**src/design/psnr_pkg.sv**
```systemverilog
`timescale 1ns / 1ps

package psnr_pkg;

    localparam int PIX_W   = 8;
    localparam int ERR_W   = 37;
    localparam int DIV_W   = 3;
    localparam int PSNR_W  = 15;
    localparam int M_W     = 31;          // Q1.30 mantissa
    localparam int SQ_W    = 2 * M_W;
    localparam int FRAC_W  = 24;          // log2 fraction bits
    localparam int ITER_W  = $clog2(FRAC_W);
    localparam int K_W     = 18;

    localparam logic [15:0]       PEAK_SQ      = 16'd65025;
    localparam logic [K_W-1:0]    TEN_LOG2_Q16 = 18'd197283;   // 10*log10(2) in Q16
    localparam logic [PSNR_W-1:0] PSNR_MAX     = 15'h7FFF;

    typedef enum logic [3:0] {
        S_ACCUM,
        S_PROD1,
        S_PROD2,
        S_LOAD,
        S_NORM,
        S_ITER,
        S_SAVE,
        S_DIFF,
        S_SCALE,
        S_ROUND,
        S_OUT
    } psnr_state_t;

    typedef struct packed {
        logic accum;
        logic prod1;
        logic prod2;
        logic load;
        logic sel_err;
        logic norm;
        logic iter;
        logic save_ln;
        logic diff;
        logic scale;
        logic round;
        logic res_zero;
        logic res_ident;
        logic emit;
    } psnr_cmd_t;

    typedef struct packed {
        logic err_zero;
        logic num_zero;
        logic x_top;
        logic out_free;
    } psnr_sts_t;

endpackage

```
**src/design/psnr_ctrl.sv**
```systemverilog
`timescale 1ns / 1ps

module psnr_ctrl
    import psnr_pkg::*;
(
    input  logic      clk,
    input  logic      rst_n,
    input  logic      in_valid,
    input  logic      in_last,
    output logic      in_ready,
    input  psnr_sts_t sts,
    output psnr_cmd_t cmd
);

    psnr_state_t       state_reg, state_next;
    logic [ITER_W-1:0] iter_reg, iter_next;
    logic              phase_reg, phase_next;   // 0: numerator, 1: error sum

    always_ff @(posedge clk or negedge rst_n)
    begin
        if (!rst_n)
        begin
            state_reg <= S_ACCUM;
            iter_reg  <= '0;
            phase_reg <= 1'b0;
        end
        else
        begin
            state_reg <= state_next;
            iter_reg  <= iter_next;
            phase_reg <= phase_next;
        end
    end

    always_comb
    begin
        state_next = state_reg;
        iter_next  = iter_reg;
        phase_next = phase_reg;
        in_ready   = 1'b0;
        cmd        = '0;
        case (state_reg)
            S_ACCUM:
            begin
                in_ready = 1'b1;
                if (in_valid)
                begin
                    cmd.accum = 1'b1;
                    if (in_last)
                        state_next = S_PROD1;
                end
            end
            S_PROD1:
            begin
                cmd.prod1 = 1'b1;
                if (sts.err_zero)
                begin
                    cmd.res_zero  = 1'b1;
                    cmd.res_ident = 1'b1;
                    state_next    = S_OUT;
                end
                else
                    state_next = S_PROD2;
            end
            S_PROD2:
            begin
                cmd.prod2  = 1'b1;
                phase_next = 1'b0;
                state_next = S_LOAD;
            end
            S_LOAD:
            begin
                cmd.sel_err = phase_reg;
                if (!phase_reg && sts.num_zero)
                begin
                    cmd.res_zero = 1'b1;
                    state_next   = S_OUT;
                end
                else
                begin
                    cmd.load   = 1'b1;
                    state_next = S_NORM;
                end
            end
            S_NORM:
            begin
                cmd.norm = 1'b1;
                if (sts.x_top)
                begin
                    iter_next  = '0;
                    state_next = S_ITER;
                end
            end
            S_ITER:
            begin
                cmd.iter = 1'b1;
                if (iter_reg == ITER_W'(FRAC_W - 1))
                    state_next = phase_reg ? S_DIFF : S_SAVE;
                else
                    iter_next = iter_reg + 1'b1;
            end
            S_SAVE:
            begin
                cmd.save_ln = 1'b1;
                phase_next  = 1'b1;
                state_next  = S_LOAD;
            end
            S_DIFF:
            begin
                cmd.diff   = 1'b1;
                state_next = S_SCALE;
            end
            S_SCALE:
            begin
                cmd.scale  = 1'b1;
                state_next = S_ROUND;
            end
            S_ROUND:
            begin
                cmd.round  = 1'b1;
                state_next = S_OUT;
            end
            S_OUT:
            begin
                if (sts.out_free)
                begin
                    cmd.emit   = 1'b1;
                    state_next = S_ACCUM;
                end
            end
            default:
            begin
                state_next = S_ACCUM;
            end
        endcase
    end

endmodule

```
**src/design/psnr_datapath.sv**
```systemverilog
`timescale 1ns / 1ps

module psnr_datapath
    import psnr_pkg::*;
#(
    parameter int COUNT_BITS = 20
)
(
    input  logic              clk,
    input  logic              rst_n,
    input  psnr_cmd_t         cmd,
    output psnr_sts_t         sts,
    input  logic [PIX_W-1:0]  pixel_a,
    input  logic [PIX_W-1:0]  pixel_b,
    input  logic [DIV_W-1:0]  channel_divisor,
    output logic              out_valid,
    input  logic              out_ready,
    output logic [PSNR_W-1:0] out_psnr,
    output logic              out_ident
);

    localparam int CNT_W  = COUNT_BITS + 1;
    localparam int PM_W   = CNT_W + 16;
    localparam int NUM_W  = PM_W + DIV_W;
    localparam int X_W    = (NUM_W > ERR_W) ? NUM_W : ERR_W;
    localparam int E_W    = $clog2(X_W);
    localparam int LOG_W  = E_W + FRAC_W;
    localparam int PROD_W = LOG_W + K_W;
    localparam int V_W    = PROD_W - 31;

    logic [ERR_W-1:0]  err_reg;
    logic [CNT_W-1:0]  count_reg;
    logic [PM_W-1:0]   prod1_reg;
    logic [NUM_W-1:0]  num_reg;
    logic [X_W-1:0]    x_reg;
    logic [E_W-1:0]    e_reg;
    logic [M_W-1:0]    m_reg;
    logic [FRAC_W-1:0] frac_reg;
    logic [LOG_W-1:0]  ln_reg;
    logic [LOG_W-1:0]  diff_reg;
    logic [PROD_W-1:0] scale_reg;
    logic [PSNR_W-1:0] res_psnr_reg;
    logic              res_ident_reg;
    logic              out_valid_reg;
    logic [PSNR_W-1:0] out_psnr_reg;
    logic              out_ident_reg;

    logic [PIX_W-1:0]  absdiff;
    logic [2*PIX_W-1:0] sqdiff;
    logic [ERR_W:0]    err_sum;
    logic [SQ_W-1:0]   msq;
    logic [M_W:0]      mt;
    logic [LOG_W-1:0]  log_cur;
    logic [PROD_W:0]   rsum;
    logic [V_W-1:0]    v;
    logic [PSNR_W-1:0] psnr_sat;

    always_comb
    begin
        absdiff  = (pixel_a > pixel_b) ? (pixel_a - pixel_b) : (pixel_b - pixel_a);
        sqdiff   = (2*PIX_W)'(absdiff) * (2*PIX_W)'(absdiff);
        err_sum  = {1'b0, err_reg} + (ERR_W+1)'(sqdiff);
        msq      = SQ_W'(m_reg) * SQ_W'(m_reg);
        mt       = msq[SQ_W-1:M_W-1];
        log_cur  = {e_reg, frac_reg};
        rsum     = {1'b0, scale_reg} + {{(PROD_W-31){1'b0}}, 1'b1, 31'b0};
        v        = rsum[PROD_W:32];
        psnr_sat = (v > V_W'(PSNR_MAX)) ? PSNR_MAX : v[PSNR_W-1:0];
    end

    // accumulators and output register
    always_ff @(posedge clk or negedge rst_n)
    begin
        if (!rst_n)
        begin
            err_reg       <= '0;
            count_reg     <= '0;
            out_valid_reg <= 1'b0;
        end
        else
        begin
            if (cmd.accum)
            begin
                err_reg <= err_sum[ERR_W] ? {ERR_W{1'b1}} : err_sum[ERR_W-1:0];
                if (!count_reg[COUNT_BITS])
                    count_reg <= count_reg + 1'b1;
            end
            else if (cmd.emit)
            begin
                err_reg   <= '0;
                count_reg <= '0;
            end
            if (cmd.emit)
                out_valid_reg <= 1'b1;
            else if (out_ready)
                out_valid_reg <= 1'b0;
        end
    end

    always_ff @(posedge clk)
    begin
        if (cmd.prod1)
            prod1_reg <= PM_W'(count_reg) * PM_W'(PEAK_SQ);
        if (cmd.prod2)
            num_reg <= NUM_W'(prod1_reg) * NUM_W'(channel_divisor);
        if (cmd.load)
        begin
            x_reg <= cmd.sel_err ? X_W'(err_reg) : X_W'(num_reg);
            e_reg <= E_W'(X_W - 1);
        end
        else if (cmd.norm)
        begin
            if (x_reg[X_W-1])
            begin
                m_reg    <= x_reg[X_W-1 -: M_W];
                frac_reg <= '0;
            end
            else
            begin
                x_reg <= {x_reg[X_W-2:0], 1'b0};
                e_reg <= e_reg - 1'b1;
            end
        end
        if (cmd.iter)
        begin
            m_reg    <= mt[M_W] ? mt[M_W:1] : mt[M_W-1:0];
            frac_reg <= {frac_reg[FRAC_W-2:0], mt[M_W]};
        end
        if (cmd.save_ln)
            ln_reg <= log_cur;
        if (cmd.diff)
            diff_reg <= (ln_reg > log_cur) ? (ln_reg - log_cur) : '0;
        if (cmd.scale)
            scale_reg <= PROD_W'(diff_reg) * PROD_W'(TEN_LOG2_Q16);
        if (cmd.res_zero)
        begin
            res_psnr_reg  <= '0;
            res_ident_reg <= cmd.res_ident;
        end
        else if (cmd.round)
        begin
            res_psnr_reg  <= psnr_sat;
            res_ident_reg <= 1'b0;
        end
        if (cmd.emit)
        begin
            out_psnr_reg  <= res_psnr_reg;
            out_ident_reg <= res_ident_reg;
        end
    end

    assign sts.err_zero = (err_reg == '0);
    assign sts.num_zero = (num_reg == '0);
    assign sts.x_top    = x_reg[X_W-1];
    assign sts.out_free = !out_valid_reg || out_ready;

    assign out_valid = out_valid_reg;
    assign out_psnr  = out_psnr_reg;
    assign out_ident = out_ident_reg;

endmodule

```
**src/design/psnr_image_compare.sv**
```systemverilog
// Throughput: one pixel item per cycle while summing; input stalls during the final evaluation.
// After the last item: identical images go straight to the result, a zero divisor after the
// numerator check; else numerator and error sum are each normalized (at most X_W-1 shifts,
// X_W = max(COUNT_BITS+20, 37)) and run through the shared 24-step squaring log2 unit in turn.
// Reset (rst_n, async, active low): sums and count cleared, channel_divisor = 1, no result.
`timescale 1ns / 1ps

module psnr_image_compare
    import psnr_pkg::*;
#(
    parameter int COUNT_BITS = 20
)
(
    input  logic        clk,
    input  logic        rst_n,
    input  logic        psel,
    input  logic        penable,
    input  logic        pwrite,
    input  logic [2:0]  paddr,
    input  logic [31:0] pwdata,
    output logic [31:0] prdata,
    output logic        pready,
    input  logic        s_axis_tvalid,
    output logic        s_axis_tready,
    input  logic [15:0] s_axis_tdata,   // [7:0] pixel_a, [15:8] pixel_b
    input  logic        s_axis_tlast,   // last_pixel
    output logic        m_axis_tvalid,
    input  logic        m_axis_tready,
    output logic [15:0] m_axis_tdata,   // [14:0] psnr_db, [15] zero
    output logic        m_axis_tuser    // identical
);

    logic [DIV_W-1:0]  divisor_reg;
    psnr_cmd_t         cmd;
    psnr_sts_t         sts;
    logic [PSNR_W-1:0] out_psnr;
    logic              cfg_wr;

    assign cfg_wr = psel && penable && pwrite && !paddr[2];

    always_ff @(posedge clk or negedge rst_n)
    begin
        if (!rst_n)
            divisor_reg <= DIV_W'(1);
        else if (cfg_wr)
            divisor_reg <= pwdata[DIV_W-1:0];
    end

    assign pready = 1'b1;
    assign prdata = paddr[2] ? 32'd0 : {{(32-DIV_W){1'b0}}, divisor_reg};

    psnr_ctrl u_ctrl (
        .clk      (clk),
        .rst_n    (rst_n),
        .in_valid (s_axis_tvalid),
        .in_last  (s_axis_tlast),
        .in_ready (s_axis_tready),
        .sts      (sts),
        .cmd      (cmd)
    );

    psnr_datapath #(
        .COUNT_BITS (COUNT_BITS)
    ) u_dp (
        .clk             (clk),
        .rst_n           (rst_n),
        .cmd             (cmd),
        .sts             (sts),
        .pixel_a         (s_axis_tdata[7:0]),
        .pixel_b         (s_axis_tdata[15:8]),
        .channel_divisor (divisor_reg),
        .out_valid       (m_axis_tvalid),
        .out_ready       (m_axis_tready),
        .out_psnr        (out_psnr),
        .out_ident       (m_axis_tuser)
    );

    assign m_axis_tdata = {1'b0, out_psnr};

endmodule

```
**config.mk**
```make
export PLATFORM = sky130hd
export DESIGN_NAME = psnr_image_compare
export DESIGN_NICKNAME = d
export VERILOG_FILES = /design/src/design/psnr_pkg.sv /design/src/design/psnr_ctrl.sv /design/src/design/psnr_datapath.sv /design/src/design/psnr_image_compare.sv
export SDC_FILE = /design/constraint.sdc
export NUM_CORES = 2
export LEC_CHECK = 0
export ABC_AREA = 0
export BUFFER_PORTS_ARGS = -buffer_cell sky130_fd_sc_hd__buf_2
export CAP_MARGIN = 20
export CORE_MARGIN = 1
export CORE_UTILIZATION = 60
export DETAILED_ROUTE_END_ITERATION = 8
export GPL_TIMING_DRIVEN = 0
export PLACE_DENSITY = 0.77
export SLEW_MARGIN = 20
export SYNTH_ARGS = -nofsm -noshare
export SYNTH_HDL_FRONTEND = slang
export SYNTH_SLANG_ARGS = --single-unit
```
**constraint.sdc**
```tcl
create_clock -name clk -period 23 [get_ports clk]
set_input_delay 0 -clock clk [delete_from_list [all_inputs] [get_ports clk]]
set_output_delay 0 -clock clk [all_outputs]
set_load 0.03 [all_outputs]
```
==> qor.csv <==
metric,value,unit
Reg2Reg Depth,29,
CTS Sinks,359,
placed cells,7689,
Multi-input gate area,43700,µm²
#FFs+latches synth,359,
fmax,94.7,MHz
Antenna Nets Post-Route,0,
post-synthesis mux area share,0.361,%
largest net degree at the start of global routing,53,
register area share after synthesis,16.8,%
cell repeated most along the worst path,fa_1,
die height,320,µm
Max stage delay on crit path,870,ps
Synth Area in XOR/XNOR,2.70,%
Post-CTS Setup Bufs,0,
area grow syn2layout,5.82,%
Worst Setup Start Kind,flip-flop,
largest family of logic cells by synthesized area,adder cells,
sum of negative setup slack,0,ps
mapped cell area,60700,µm²
CP max FO,10,
Critical path origin,u_dp.m_reg[12],
RSZ-0062 raised after global routing,no,
routed len/inst,19.8,µm
drt total wl,154,mm
CP Class,reg -> reg,
DRC,0,
total area of sequential cells,10200,µm²
Crit-path slowest cell,clkbuf_1,
Boundary Pins,111,
# rows,116,
clk buf depth,3,
Core ar.,100000,µm²
H-Tree Depth,2,
CTS tree,done,
gr usage total,30.9,%
Initial Util,60.6,%
DIE AREA,102000,µm²
Layout fillers,8048,
outcome,finished clean,
"Top FF cell, synth",edfxtp_1,
die width,320,µm
r2r setup slk,12440,ps
Avg Synthesized Cell Area,9.63,µm²
final max-slew violation count,0,
Gate Count Post-Synth,6301,
first drt pass iteration count,6,
Slew @ Worst Pin,1180,ps
Setup crit end kind,flip-flop,
Clock transition at path regs,60,ps
Synth Area in Simple Gates,11.2,%
cts bufs inserted,38,
Synth Area in Adders,49.2,%
via count,44200,
yosys warns,0,
Clock Skews,27.6,ps
number of synthesized flops with an enable pin,266,
root buf cell,clkbuf_16,
Synth Area in Compound Gates,8.37,%
layout cells sized above 1,4.42,%
top post-synthesis cells by area,"fa_1, ha_1, edfxtp_1, inv_1, nand2_1",
final hold slack,28.9,ps
first-pass GRT wire length,247,mm
Max Cap Violations,0,
Fin. Hold Viols,0,
vias in the first global route,46600,
Worst Path Arrival,10840,ps
worst rel slew slack,21.3,%
grt ovf,0,
fraction of registers with async set/reset,20.1,%
Non-Filler Instances,7768,
Critical Path End,u_dp.m_reg[25],
FF-to-FF Start,u_dp.m_reg[12],
worst r2r dst,u_dp.m_reg[25],
GPL Wtd Cong,1.02,
Netlist cell types,103,
Worst EP required,23280,ps
cell taking the most area after synthesis,fa_1,
top cell type's share of synthesized area,33.9,%
Hold WC Path Type,in -> async,
Detail Placement HPWL,129,mm
initial DRC count,3613,
nets,8270,
Final Cycle Share,45.9,%
Via density,5.69,
initial antenna violation count,5,
min cycle time layout,10560,ps
number of port buffers,48,
Skew-Pair Late Insertion Delay,550,ps
Util after Layout,64.1,%
"Setup violations, final",0,
==> layer usage <==
metal	track usage, %	part of all wire [%]
met2	51.0	47
met5	0	0
met1	41.3	40
met3	5.34	8.7
met4	11.0	4.2
==> cell families (layout without fill, tap and decap cells) <==
group,count (synthesis),count (layout)
compound gates,763,763
xor+xnor,187,187
fa+ha+maj,1771,1771
buf+inv,1791,1930
flops,359,359
mux,21,21
other cells,2,32
simple gates,1407,1407
==> Yosys cell counts, types with 8 or more instances <==
| library cell | count |
|---|---|
| a31oi_1 | 38 |
| a21oi_1 | 242 |
| or2_2 | 20 |
| o21a_1 | 29 |
| a21o_1 | 84 |
| o21ai_1 | 8 |
| dfrtp_1 | 71 |
| buf_1 | 12 |
| mux2i_1 | 14 |
| dfxtp_1 | 21 |
| o21ai_0 | 117 |
| a211oi_1 | 21 |
| xnor2_1 | 114 |
| edfxtp_1 | 266 |
| nor4_1 | 28 |
| clkbuf_1 | 167 |
| fa_1 | 1028 |
| xor2_1 | 73 |
| ha_1 | 743 |
| nand4_1 | 46 |
| nor2b_1 | 38 |
| a31o_2 | 52 |
| inv_1 | 1565 |
| nand3_1 | 129 |
| o21bai_1 | 27 |
| and2_1 | 219 |
| o221ai_1 | 8 |
| buf_2 | 12 |
| a41oi_1 | 8 |
| nor3_1 | 57 |
| o211ai_1 | 24 |
| and3_1 | 31 |
| nand2b_1 | 36 |
| buf_4 | 31 |
| o31ai_1 | 8 |
| and4_1 | 10 |
| nand2_1 | 546 |
| nor2_1 | 210 |
==> how the worst min path moves through the flow <==
stage	startpoint	end	slack, ps	depth (start not counted)
after global routing	rst_n	divisor_reg[0]	10	2
after detailed placement	rst_n	u_dp.count_reg[17]	-70	1
after CTS	rst_n	divisor_reg[0]	10	2
final	rst_n	divisor_reg[0]	30	2
after global placement	pwdata[0]	divisor_reg[0]	230	2
after floorplan	rst_n	divisor_reg[1]	-300	0
==> critical path: cells and delay by family (launching register included) <==
| family | cells | cell delay (ps) |
|---|---|---|
| AND/OR/NAND/NOR | 6 | 1250 |
| adder cells (fa/ha/maj) | 9 | 4440 |
| AO/OA/AOI/OAI | 4 | 1610 |
| multiplexers | 1 | 310 |
| buffers and inverters | 9 | 2130 |
| flip-flops | 1 | 570 |
==> per-stage QoR <==
step / setup slack (ps) / instance area [µm²]
after CTS: 12760 / 64200
after floorplan: 15090 / 60800
after global placement: 12780 / 62600
after global routing: 12330 / 64200
after detailed placement: 12780 / 62900
final: 12440 / 64200
==> layout make-up <==
class / instances / share of cell area, %
buffer: 225 / 1.55
clock buffer: 55 / 1.72
clock inverter: 14 / 0.171
timing repair buffer: 70 / 0.840
antenna: 1 / 0.00390
tap: 1298 / 2.53
sequential: 359 / 15.9
inverter: 1566 / 9.16
multi-input combinational: 4180 / 68.1
==> what timing repair did <==
action                                 in CTS  in global routing
endpoints found under the hold margin      77                  0
hold buffers                                9                  0
gates resized for setup                     0                  0
==> cell usage in the layout (no fill, tap or decap), drive strengths merged, types with 32 or more instances in the layout <==
master  synthesis  final
nand2         548    548
edfxtp        266    266
clkbuf        168    223
a21o           84     84
buf            57    118
and2          220    220
xor2           73     73
nor3           58     58
a31oi          38     38
nand4          47     47
and3           32     32
o21ai         126    126
nor2          212    212
nand3         129    129
a31o           55     55
ha            743    743
xnor2         114    114
fa           1028   1028
inv          1566   1569
nand2b         36     36
nor2b          38     38
a21oi         250    250
dfrtp          71     71
Power is left out: the tool's default activity adds up to more than one toggle a clock period on the data nets, which glitch-free logic cannot reach.
